===== src/hw/rtl/csbs_pkg.sv =====
// ----------------------------------------------------------------------------
// csbs_pkg: shared types for the character sprite blitter
// Transaction codes and the command and status bundles that pass between
// the controller and the datapath.
// ----------------------------------------------------------------------------
`default_nettype none

package csbs_pkg;

    typedef enum logic [1:0] {
        ACT_LOAD   = 2'd0,
        ACT_SPRITE = 2'd1,
        ACT_SCROLL = 2'd2,
        ACT_READ   = 2'd3
    } t_action;

    localparam logic [7:0] TRANSPARENT_RESET = 8'h20;

    // controller -> datapath
    typedef struct packed {
        logic capture;      // register the incoming transaction
        logic calc_row;     // window check and ring row
        logic calc_addr;    // image and background addresses
        logic wr_load;      // write character into both stores
        logic wr_img_char;  // write sprite character into image
        logic rd_back;      // read background for a transparent pixel
        logic wr_img_back;  // write background data into image
        logic rd_both;      // read both stores for a read transaction
        logic out_load;     // fill the output register
        logic scr_step;     // advance the ring offset
        logic scr_start;    // set up copy pointers
        logic copy_issue;   // one background read of the copy
    } t_cmd;

    // datapath -> controller
    typedef struct packed {
        t_action action;
        logic    win;
        logic    alive;
        logic    transparent_hit;
        logic    out_busy;
        logic    copy_last;
    } t_status;

endpackage

`default_nettype wire


===== src/hw/rtl/csbs_ctrl.sv =====
// ----------------------------------------------------------------------------
// csbs_ctrl: transaction sequencer
// One-hot state machine that steps each transaction through address
// calculation and store access or, for a scroll, the full-frame copy.
// ----------------------------------------------------------------------------
`default_nettype none

module csbs_ctrl (
    input  wire logic              i_clk,
    input  wire logic              i_rst_n,
    input  wire logic              i_valid,
    output logic                   o_stall,
    input  wire csbs_pkg::t_status i_status,
    output csbs_pkg::t_cmd         o_cmd
);

    import csbs_pkg::*;

    typedef enum logic [8:0] {
        S_IDLE   = 9'b000000001,
        S_ROW    = 9'b000000010,
        S_ADDR   = 9'b000000100,
        S_EXEC   = 9'b000001000,
        S_WBACK  = 9'b000010000,
        S_RESP   = 9'b000100000,
        S_SCROLL = 9'b001000000,
        S_COPY   = 9'b010000000,
        S_DRAIN  = 9'b100000000
    } t_state;

    t_state r_state;
    t_state n_state;

    always_ff @(posedge i_clk) begin
        if (!i_rst_n) begin
            r_state <= S_IDLE;
        end else begin
            r_state <= n_state;
        end
    end

    assign o_stall = (r_state != S_IDLE);

    always_comb begin
        n_state = r_state;
        o_cmd   = '0;
        case (r_state)
            S_IDLE: begin
                if (i_valid) begin
                    o_cmd.capture = 1'b1;
                    n_state       = S_ROW;
                end
            end
            S_ROW: begin
                if (i_status.action == ACT_SCROLL) begin
                    o_cmd.scr_step = 1'b1;
                    n_state        = S_SCROLL;
                end else begin
                    o_cmd.calc_row = 1'b1;
                    n_state        = S_ADDR;
                end
            end
            S_ADDR: begin
                o_cmd.calc_addr = 1'b1;
                n_state         = S_EXEC;
            end
            S_EXEC: begin
                n_state = S_IDLE;
                case (i_status.action)
                    ACT_LOAD: begin
                        o_cmd.wr_load = i_status.win;
                    end
                    ACT_SPRITE: begin
                        if (i_status.alive && i_status.win) begin
                            if (i_status.transparent_hit) begin
                                o_cmd.rd_back = 1'b1;
                                n_state       = S_WBACK;
                            end else begin
                                o_cmd.wr_img_char = 1'b1;
                            end
                        end
                    end
                    ACT_READ: begin
                        o_cmd.rd_both = 1'b1;
                        n_state       = S_RESP;
                    end
                    default: begin
                        n_state = S_IDLE;
                    end
                endcase
            end
            S_WBACK: begin
                o_cmd.wr_img_back = 1'b1;
                n_state           = S_IDLE;
            end
            S_RESP: begin
                if (!i_status.out_busy) begin
                    o_cmd.out_load = 1'b1;
                    n_state        = S_IDLE;
                end
            end
            S_SCROLL: begin
                o_cmd.scr_start = 1'b1;
                n_state         = S_COPY;
            end
            S_COPY: begin
                o_cmd.copy_issue = 1'b1;
                if (i_status.copy_last) begin
                    n_state = S_DRAIN;
                end
            end
            S_DRAIN: begin
                n_state = S_IDLE;
            end
            default: begin
                n_state = S_IDLE;
            end
        endcase
    end

endmodule

`default_nettype wire


===== config.mk =====
export PLATFORM = sky130hd
export DESIGN_NAME = csbs_ctrl
export DESIGN_NICKNAME = d
export VERILOG_FILES = /design/src/hw/rtl/csbs_pkg.sv /design/src/hw/rtl/csbs_ctrl.sv
export SDC_FILE = /design/constraint.sdc
export NUM_CORES = 1
export LEC_CHECK = 0
export ABC_AREA = 1
export BUFFER_PORTS_ARGS = -buffer_cell sky130_fd_sc_hd__buf_2
export CORE_MARGIN = 2
export CORE_UTILIZATION = 52
export CTS_CLUSTER_DIAMETER = 120
export DETAILED_ROUTE_END_ITERATION = 12
export PLACE_DENSITY = 0.82
export SLEW_MARGIN = 40
export SYNTH_ARGS = -nofsm -noshare
export SYNTH_HDL_FRONTEND = slang
export SYNTH_SLANG_ARGS = --single-unit

===== constraint.sdc =====
create_clock -name i_clk -period 2.3 [get_ports i_clk]
set_input_delay 0.46 -clock i_clk [delete_from_list [all_inputs] [get_ports i_clk]]
set_output_delay 0.46 -clock i_clk [all_outputs]
set_load 0.03 [all_outputs]

==> results of run 1 <==
worst min-delay path, delay by kind of cell:
kind / cells / cell delay [ns]
buf+inv: 1 / 0.11
simple gates: 2 / 0.10
cells in the mapped netlist (all sizes together):
library cell | count | area, um2
a211oi | 1 | 7.51
clkinv | 2 | 8.75
inv | 27 | 101
nand4 | 1 | 6.26
nand2 | 29 | 121
o21ai | 4 | 20.0
nor3b | 1 | 7.51
dfxtp | 9 | 180
nor4 | 4 | 25.0
nor2 | 16 | 98.9
nor3 | 7 | 40.0
nand3 | 7 | 85.1
cell usage in the layout (no fill, tap or decap), types with 2 or more instances in the layout:
cell / instances
buf_2: 22
nor4_1: 4
dfxtp_1: 9
nor2_2: 3
nand2_1: 24
nor2_1: 10
nand3_1: 3
clkbuf_4: 3
nor3_1: 6
nor2_4: 2
inv_1: 23
nand2_2: 5
o21ai_0: 3
nand3_4: 4
inv_2: 4
stage by stage:
stage / hold slack (ns) / setup slack, ns / power, W
2_1_floorplan: 0.528 / 0.182 / 0.000304
6_report: 0.437 / 0.264 / 0.000469
5_1_grt: 0.458 / 0.139 / 0.000498
3_3_place_gp: 0.546 / 0.517 / 0.000339
3_5_place_dp: 0.562 / 0.473 / 0.000344
4_1_cts: 0.444 / 0.275 / 0.000472
layer usage:
| metal | global-route usage [%] | vias to the layer above |
|---|---|---|
| li1 | - | 386 |
| met1 | 25.6 | 332 |
| met2 | 41.7 | 22 |
| met3 | 1.63 | 5 |
| met4 | 12.5 | 0 |
| met5 | 0 | - |
final timing paths:
| check | endpoint | slack, ns | cells after the start |
|---|---|---|---|
| hold reg to reg | r_state[5] | 0.57 | 4 |
| setup / recovery | o_cmd[7] | 0.26 | 6 |
| hold / removal | r_state[5] | 0.44 | 3 |
| setup reg to reg | r_state[0] | 1.07 | 8 |
power by group through the flow:
| stage | Clock, W | Combinational [W] | Sequential [W] |
|---|---|---|---|
| 2_1_floorplan | 0 | 0.000131 | 0.000173 |
| 3_3_place_gp | 0 | 0.000165 | 0.000174 |
| 3_5_place_dp | 0 | 0.000169 | 0.000174 |
| 4_1_cts | 0.000131 | 0.000170 | 0.000171 |
| 5_1_grt | 0.000138 | 0.000188 | 0.000172 |
| 6_report | 0.000131 | 0.000168 | 0.000171 |
cell type report:
cell class | instances | area share [%]
inverter | 29 | 12.8
multi-input combinational | 70 | 48.0
sequential | 9 | 21.0
clock buffer | 4 | 3.07
tap | 15 | 2.19
timing repair buffer | 22 | 12.8
cells by family after synthesis:
logic type,count (synthesis)
buf+inv,29
compound gates,5
simple gates,65
flops,9
==> out/metrics.cfg, run 1 <==
[synth]
synth-simple-area-share_pct = 54.7
yosys.area_share.adder_pct = 0
ys_ff_latch = 9
syn_area_per_cell_um2 = 6.50
synthesis.area_um2 = 702
muxShareOfSynthArea_pct = 0
yosysSeqAreaShare_pct = 25.7
synth_compound_area_share_pct = 3.92
ys.warnings.count = 0
synth.distinct_cells = 21
synth_top_family_by_area = simple AND/OR/NAND/NOR gates
synth_cells = 108
syn-num-nets = 118
synth_xor_area_share_pct = 0

[drt]
wirelength_um = 1550
num_vias = 745
highest-signal-layer = met4
wl_met1_um = 666
post-route-drc-count = 0
via_per_inst = 5.00
drt_iter0_markers = 32
routed-wl-met2_um = 782
wl_per_cell_um = 10.4
antenna_left = 0
drtPass1Iterations = 4
met3_length_um = 62

[sta]
period_needed_ns = 2.04
tns_ns = 0
worstMarginPinSlew_ns = 0.313
hold_violations = 0
slew_headroom_pct = 79.1
finalCritPeriodShare_pct = 88.5
max_freq_mhz = 491
fin_skew_ns = 0.00641
final_max_slew_viol_count = 0
rsz0062_at_grt = no
setup_viol = 0

[critical_path]
cp.arrival_ns = 1.58
end_kind = output port
crit_slowest_cell = dfxtp_1
path_cells = nor2_2 > nand2_2 > nor2_8 > nand2_2 > nor4_1 > buf_2
critPathLaunch = r_state[5]
path_max_fanout = 7
cpPeakStageDelay_ns = 0.35
path_buf_inv = 1
r2r_start = r_state[5]
crit_top_cell = nand2_2
critPathKind = reg -> out
cp_top_family = simple AND/OR/NAND/NOR gates
critPathLaunchType = flop
required_ns = 1.84

[clocking]
root_buffer = clkbuf_4
post-cts-setup-buffers = 0
clock_path_buffers = 2
cts.hold.buffers_added = 0
cts_buffers = 3
cts_tree = built
clk_pin_slew_worst_paths_ns = 0.07
cts_sinks = 9
htreeDepth = 1
worstSkewPairLatency_ns = 0.27
cts_resized = 0

[cells_and_area]
areaGrowthSynthToFinish_pct = 22.1
final_cell_area_um2 = 857
regMostFlops = r_state
nets = 145
largest_reg_flops = 9
final_cells = 149
regArea_um2 = 180
utilization_pct = 66.7
multi_input_area_um2 = 412
reg_top3 = r_state (9)
n_fill_cell = 121
layout-drive-gt1-share_pct = 34.3
antenna_cells = 0

[global_route]
grt_pass1_wl_um = 2450
antenna_found_initial = 0
grt-ovfl-total = 0
grt_max_degree = 8
grtUsageTotal_pct = 22.7
grt_pass1_vias = 622

[floorplan]
ios = 23
initial_utilization_pct = 54.6
core_um2 = 1280
die_h_um = 40.7
die_area_um2 = 1660
chipWidth_um = 40.7
rows = 13

[power]
p_comb_share_pct = 35.7
clkPwrFrac_pct = 27.9
pwr-share-seq_pct = 36.4
netSwitchingPower_w = 0.000185
leakage_nw = 0.496
p_per_area_nw_per_um2 = 548
ir_drop_v = 0.000346
power.internal_w = 0.000284
swShare_pct = 39.5

[placed_design]
place_congestion = 0.781
hpwlAfterDp_um = 1280
placed_cells = 145
placed_area_um2 = 831
numPortBuffers = 22

[status]
outcome = completed

[worst_hold_path]
hp-class = in -> reg
hp-start = i_rst_n

[run]
maxCapViolCount = 0

Power figures use the tool's default switching activity.
==> run 2, diff against run 1 <==
==> constraint.sdc (replaced) <==
create_clock -name i_clk -period 2.3 [get_ports i_clk]
set_input_delay 0 -clock i_clk [delete_from_list [all_inputs] [get_ports i_clk]]
set_output_delay 0 -clock i_clk [all_outputs]
set_load 0.03 [all_outputs]
==> run 2 against run 1 <==
Routed wire length is 2.5% lower. Global-route usage is 0.29 points higher. Critical path depth stayed put. Sequential share of layout area is 0.27 points lower. Cell area is 1.3% higher. Power is 1.0% lower. Worst setup slack better by 0.51 ns. Largest cell class unchanged. Utilization is 0.88 points higher.
==> out/metrics.cfg, run 2 (synthesis gave the netlist of run 1 again) <==
[critical_path]
end_kind = output port
critPathLaunch = r_state[6]
cp.arrival_ns = 1.52  ; -0.06 ns
critPathLaunchType = flop
path_max_fanout = 7  ; unchanged
cpPeakStageDelay_ns = 0.34  ; about the same
path_cells = nor2_2 > inv_2 > nor2_8 > nand2_2 > nor4_1 > buf_2
r2r_start = r_state[1]
critPathKind = reg -> out
required_ns = 2.30  ; +0.46 ns
crit_slowest_cell = dfxtp_1

[sta]
slew_headroom_pct = 78.6  ; -0.49 points
period_needed_ns = 1.52  ; -0.513 ns
finalCritPeriodShare_pct = 66.2  ; -22 points
setup_viol = 0  ; unchanged
setup_ws_ns = 0.777  ; +0.513 ns
max_freq_mhz = 657  ; +34%
rsz0062_at_grt = no
worstMarginPinSlew_ns = 0.320  ; +0.00735 ns
hold_violations = 0  ; unchanged
final_max_slew_viol_count = 0  ; unchanged
tns_ns = 0  ; unchanged
fin_skew_ns = 0.0157  ; +0.00930 ns

[clocking]
clock_path_buffers = 2  ; unchanged
htreeDepth = 1  ; unchanged
worstSkewPairLatency_ns = 0.27  ; about the same
root_buffer = clkbuf_4
clk_pin_slew_worst_paths_ns = 0.07  ; about the same
cts_tree = built
cts_buffers = 3  ; unchanged
post-cts-setup-buffers = 0  ; unchanged
cts_sinks = 9  ; unchanged

[floorplan]
die_area_um2 = 1660  ; unchanged
initial_utilization_pct = 54.6  ; unchanged
core_um2 = 1280  ; unchanged
chipWidth_um = 40.7  ; unchanged
rows = 13  ; unchanged
ios = 23  ; unchanged
die_h_um = 40.7  ; unchanged

[drt]
drtPass1Iterations = 4  ; unchanged
drt_iter0_markers = 19  ; -41%
wl_per_cell_um = 10.1  ; -3.2%
num_vias = 734  ; -1.5%
antenna_left = 0  ; unchanged
post-route-drc-count = 0  ; unchanged
wirelength_um = 1510  ; -2.5%
via_per_inst = 4.89  ; -2.1%

[cells_and_area]
layout_commonest_cell = nand2_1
areaGrowthSynthToFinish_pct = 23.7
utilization_pct = 67.6  ; +0.88 points
regMostFlops = r_state
reg_top3 = r_state (9)
nets = 146  ; +0.69%
largest_reg_flops = 9  ; unchanged
layout-drive-gt1-share_pct = 34.8  ; +0.49 points
antenna_cells = 0  ; unchanged
layout_common_cells = nand2_1, inv_1, buf_2
final_cells = 150  ; +0.67%

[placed_design]
pre_cts_ws_ns = 1.05  ; +0.575 ns
placed_cells = 145  ; unchanged
place_congestion = 0.830  ; +6.2%
hpwlAfterDp_um = 1280  ; -0.55%
numPortBuffers = 22  ; unchanged

[power]
leakage_nw = 0.502  ; +1.4%
ir_drop_v = 0.000332  ; -3.9%
p_per_area_nw_per_um2 = 535  ; -2.3%

[global_route]
grt_pass1_vias = 625  ; +0.48%
grt_max_degree = 8  ; unchanged
grt_pass1_wl_um = 2470  ; +0.86%
grtUsageTotal_pct = 23.0  ; +0.29 points
grt-ovfl-total = 0  ; unchanged
antenna_found_initial = 0  ; unchanged

[status]
outcome = completed

[run]
maxCapViolCount = 0  ; unchanged

[worst_hold_path]
hp-class = in -> reg
hp-start = i_valid

-- run 2: metal layers --
layer / wire [um] / GRT usage (%) / share of wire (%)
met1: 650 / 26.4 / 43
met2: 735 / 38.9 / 49
met3: 81 / 3.80 / 5.4
met4: 43 / 15.0 / 2.8
met5: 0 / 0 / 0
-- run 2: layout make-up --
type	instances	area [um2]
Fill cell	130	417
Tap cell	15	18.8
Clock buffer	3	22.5
Multi-Input combinational cell	70	412
Timing Repair Buffer	23	120
Inverter	29	110
Sequential cell	9	180
Clock inverter	1	5.00
-- run 2: what timing repair did --
action / in CTS / in global routing
endpoints found under the setup margin: 0 / 0
resized for setup: 0 / 0
hold buffers: 1 / 0
hold endpoints to repair: 1 / 0
-- run 2: report_power, final --
| group | internal (W) | switching (W) | total, W | leakage (nW) |
|---|---|---|---|---|
| logic | 0.0000539 | 0.000115 | 0.000169 | 0.412 |
| clock network | 0.0000641 | 0.0000608 | 0.000125 | 0.0177 |
| registers | 0.000164 | 0.00000667 | 0.000171 | 0.0731 |
-- run 2: path summary, 6_finish.rpt --
path	slack [ns]	endpoint	depth (start not counted)
min reg2reg	0.56	r_state[5]	4
min	0.06	r_state[1]	3
max	0.78	o_cmd[8]	6
max reg2reg	1.07	r_state[5]	8
-- run 2: stage by stage --
step / area, um2 / power [W] / hold slack, ns
3_3_place_gp: 831 / 0.000338 / 0.253
3_5_place_dp: 831 / 0.000342 / 0.258
6_report: 868 / 0.000465 / 0.0586
4_1_cts: 868 / 0.000467 / 0.0579
2_1_floorplan: 702 / 0.000304 / 0.119
5_1_grt: 868 / 0.000495 / 0.0768
-- run 2: worst max-delay path, delay by kind of cell, from the launching register on --
kind          cells  cell delay, ns
buf+inv           2            0.33
simple gates      4            0.59
flops             1            0.34
==> run 3, diff against run 2 <==
- ABC_AREA: 1 -> 0
- CORE_UTILIZATION: 52 -> 42
- PLACE_DENSITY: 0.82 -> 0.72
- clock period: 2.3 -> 1.3 ns (I/O delays scaled with it)
==> run 3 against run 2 <==
The run now ends with negative setup slack left. Combinational power grew 41%. Cell count shrank 6.7%. Routed wire length grew 39%. Worst hold slack lost 0.043 ns. Die area grew 13%. Sequential power grew 71%. Sequential cell count is the same. Synthesized area shrank 7.7%. Power grew 64%. Non-clock buffer count grew 24. Sequential share of layout area shrank 4.4 points. Critical path depth shrank 2. Largest power group unchanged.
==> out/metrics.cfg, run 3 <==
[power]
clkPwrFrac_pct = 30.1  ; +3.2 points
swShare_pct = 31.0  ; -8.2 points
p_per_area_nw_per_um2 = 639  ; +19%
ir_drop_v = 0.000524  ; +58%
p_comb_share_pct = 31.4  ; -4.9 points
power.internal_w = 0.000525  ; +86%
netSwitchingPower_w = 0.000236  ; +30%
pwr-share-seq_pct = 38.5  ; +1.7 points
leakage_nw = 0.535  ; +6.4%

[sta]
period_needed_ns = 1.56
fin_skew_ns = 0.00709  ; -0.00862 ns
finalCritPeriodShare_pct = 120
worstMarginPinSlew_ns = 0.272  ; -0.0485 ns
max_freq_mhz = 639
setup_ws_ns = -0.264  ; -1.04 ns
rsz0062_at_grt = yes
setup_viol = 20  ; +20
hold_violations = 0  ; unchanged
slew_headroom_pct = 81.8  ; +3.2 points
final_max_slew_viol_count = 0  ; unchanged
hold_slack_ns = 0.0157  ; -0.0429 ns

[placed_design]
numPortBuffers = 22  ; unchanged
placed_area_um2 = 847  ; +2.0%
hpwlAfterDp_um = 1270  ; -0.79%
place_congestion = 0.765  ; -7.7%

[drt]
antenna_left = 0  ; unchanged
num_vias = 800  ; +9.0%
drt_iter0_markers = 10  ; -9
wl_per_cell_um = 15.0  ; +49%
drtPass1Iterations = 4  ; unchanged
via_per_inst = 5.71  ; +17%
post-route-drc-count = 0  ; unchanged
wirelength_um = 2100  ; +39%

[floorplan]
die_area_um2 = 1870  ; +13%
rows = 14  ; +1
die_h_um = 43.3  ; +6.2%
core_um2 = 1470  ; +15%
chipWidth_um = 43.3  ; +6.2%
ios = 23  ; unchanged
initial_utilization_pct = 44.0  ; -11 points

[critical_path]
critPathKind = reg -> out
cp.arrival_ns = 1.56  ; +0.04 ns
cpPeakStageDelay_ns = 0.37  ; +0.03 ns
path_max_fanout = 5  ; -2
required_ns = 1.30  ; -1.00 ns
critPathLaunchType = flop
path_cells = nor3_4 > and4_4 > and4bb_2 > buf_6
crit_slowest_cell = dfxtp_4
end_kind = output port

[global_route]
grt_pass1_vias = 720  ; +15%
grt_max_degree = 8  ; unchanged
grt_pass1_wl_um = 3080  ; +25%
grt-ovfl-total = 0  ; unchanged
antenna_found_initial = 0  ; unchanged
grtUsageTotal_pct = 22.5  ; -0.48 points

[clocking]
clk_pin_slew_worst_paths_ns = 0.07  ; about the same
cts_buffers = 3  ; unchanged
cts_sinks = 9  ; unchanged
clock_path_buffers = 2  ; unchanged
cts_tree = built
root_buffer = clkbuf_4
worstSkewPairLatency_ns = 0.27  ; about the same
htreeDepth = 1  ; unchanged

[synth]
yosys-top-cells-count = dfxtp_1, nor2_1, inv_1
netlist.area_leader.share_pct = 27.8  ; +2.1 points
synthTopCellsByArea = dfxtp_1, nor3_4, nor2_1
ys_ff_latch = 9  ; unchanged
synth.most_common_cell = dfxtp_1
async_reset_ff_share_pct = 0  ; unchanged
synth.distinct_cells = 37  ; +76%
syn-num-nets = 84  ; -29%
synth_flop_cell = dfxtp_1
syn_area_per_cell_um2 = 8.76  ; +35%
ys.warnings.count = 0  ; unchanged
yosysTopAreaCell = dfxtp_1
synth_cells = 74  ; -31%
yosysSeqAreaShare_pct = 27.8  ; +2.1 points
synth-edff-count = 0  ; unchanged
synthesis.area_um2 = 648  ; -7.7%

[cells_and_area]
regMostFlops = r_state
layout_commonest_cell = buf_4
layout_common_cells = buf_4, buf_6, buf_2
layout-drive-gt1-share_pct = 65.3  ; +31 points
areaGrowthSynthToFinish_pct = 84.0
final_cell_area_um2 = 1190  ; +37%
nets = 135  ; -7.5%
largest_reg_flops = 9  ; unchanged
antenna_cells = 0  ; unchanged
reg_top3 = r_state (9)

[status]
outcome = finished with violations
violations = negative setup slack

[run]
maxCapViolCount = 0  ; unchanged

[worst_hold_path]
hp-class = in -> reg

==> run 3: cell count changes after synthesis, sizes merged, moves of 4 or more <==
cell / previous run / this run
nand2: 29 / 4
and3: 0 / 4
inv: 27 / 6
nand3: 7 / 3
nor2: 16 / 8
nor4: 4 / 0
==> run 3: cells by family after synthesis <==
logic type	Yosys count	synth area share, %
AO/OA/AOI/OAI	9	11.0
XOR/XNOR	2	2.70
buffers and inverters	7	4.63
flip-flops	9	27.8
AND/OR/NAND/NOR	47	53.9
==> run 3: worst paths after layout <==
kind / from / slack, ns / to / cells after the start
setup / recovery: r_state[5] / -0.26 / o_cmd[8] / 4
hold / removal: i_status[2] / 0.02 / r_state[4] / 3
setup reg to reg: r_state[5] / -0.12 / r_state[0] / 6
hold reg to reg: r_state[2] / 0.65 / r_state[7] / 2
==> run 3: power groups by stage <==
stage / clock network (W) / logic, W / registers, W
2_1_floorplan: 0 / 0.000100 / 0.000300
3_3_place_gp: 0 / 0.000150 / 0.000300
3_5_place_dp: 0 / 0.000154 / 0.000301
4_1_cts: 0.000233 / 0.000198 / 0.000293
5_1_grt: 0.000238 / 0.000256 / 0.000295
6_report: 0.000229 / 0.000239 / 0.000293
==> run 3: routing by layer <==
layer | vias up | track usage [%] | part of all wire [%]
met1 | 388 | 24.7 | 40
met5 | - | 0 | 0
met4 | 0 | 11.5 | 1.3
met2 | 34 | 40.6 | 53
li1 | 376 | - | -
met3 | 2 | 3.83 | 5.8
==> run 3: worst max-delay path: cells and delay by family (launching register included) <==
family / cells / cell delay, ns
DFF: 1 / 0.37
buffers and inverters: 1 / 0.13
and+or+nand+nor: 3 / 0.79
==> run 3: timing repair <==
item / 4_1_cts / 5_1_grt
endpoints found under the hold margin: 2 / 0
hold buffers: 3 / 0
setup endpoints to repair: 17 / 21
pin swaps: 9 / 21
setup buffers: 9 / 7
gates resized for setup: 35 / 21
==> run 3: final cells by class <==
type | instances | area (um2)
timing repair buffer | 47 | 394
tap | 16 | 20.0
clock buffer | 4 | 26.3
inverter | 6 | 22.5
fill | 88 | 279
sequential | 9 | 195
multi-input combinational | 58 | 534
==> run 3: metrics by stage <==
step           worst slack (ns)  util (%)  power (W)  setup TNS (ns)  cells
6_report                 -0.264      81.0   0.000762           -2.85    140
3_5_place_dp            -0.0601      57.6   0.000454          -0.200    120
5_1_grt                  -0.322      81.0   0.000789           -4.05    140
3_3_place_gp             0.0188      57.6   0.000450               0    120
4_1_cts                  -0.237      74.1   0.000724           -2.36    136
2_1_floorplan            -0.170         -   0.000400          -0.324     74
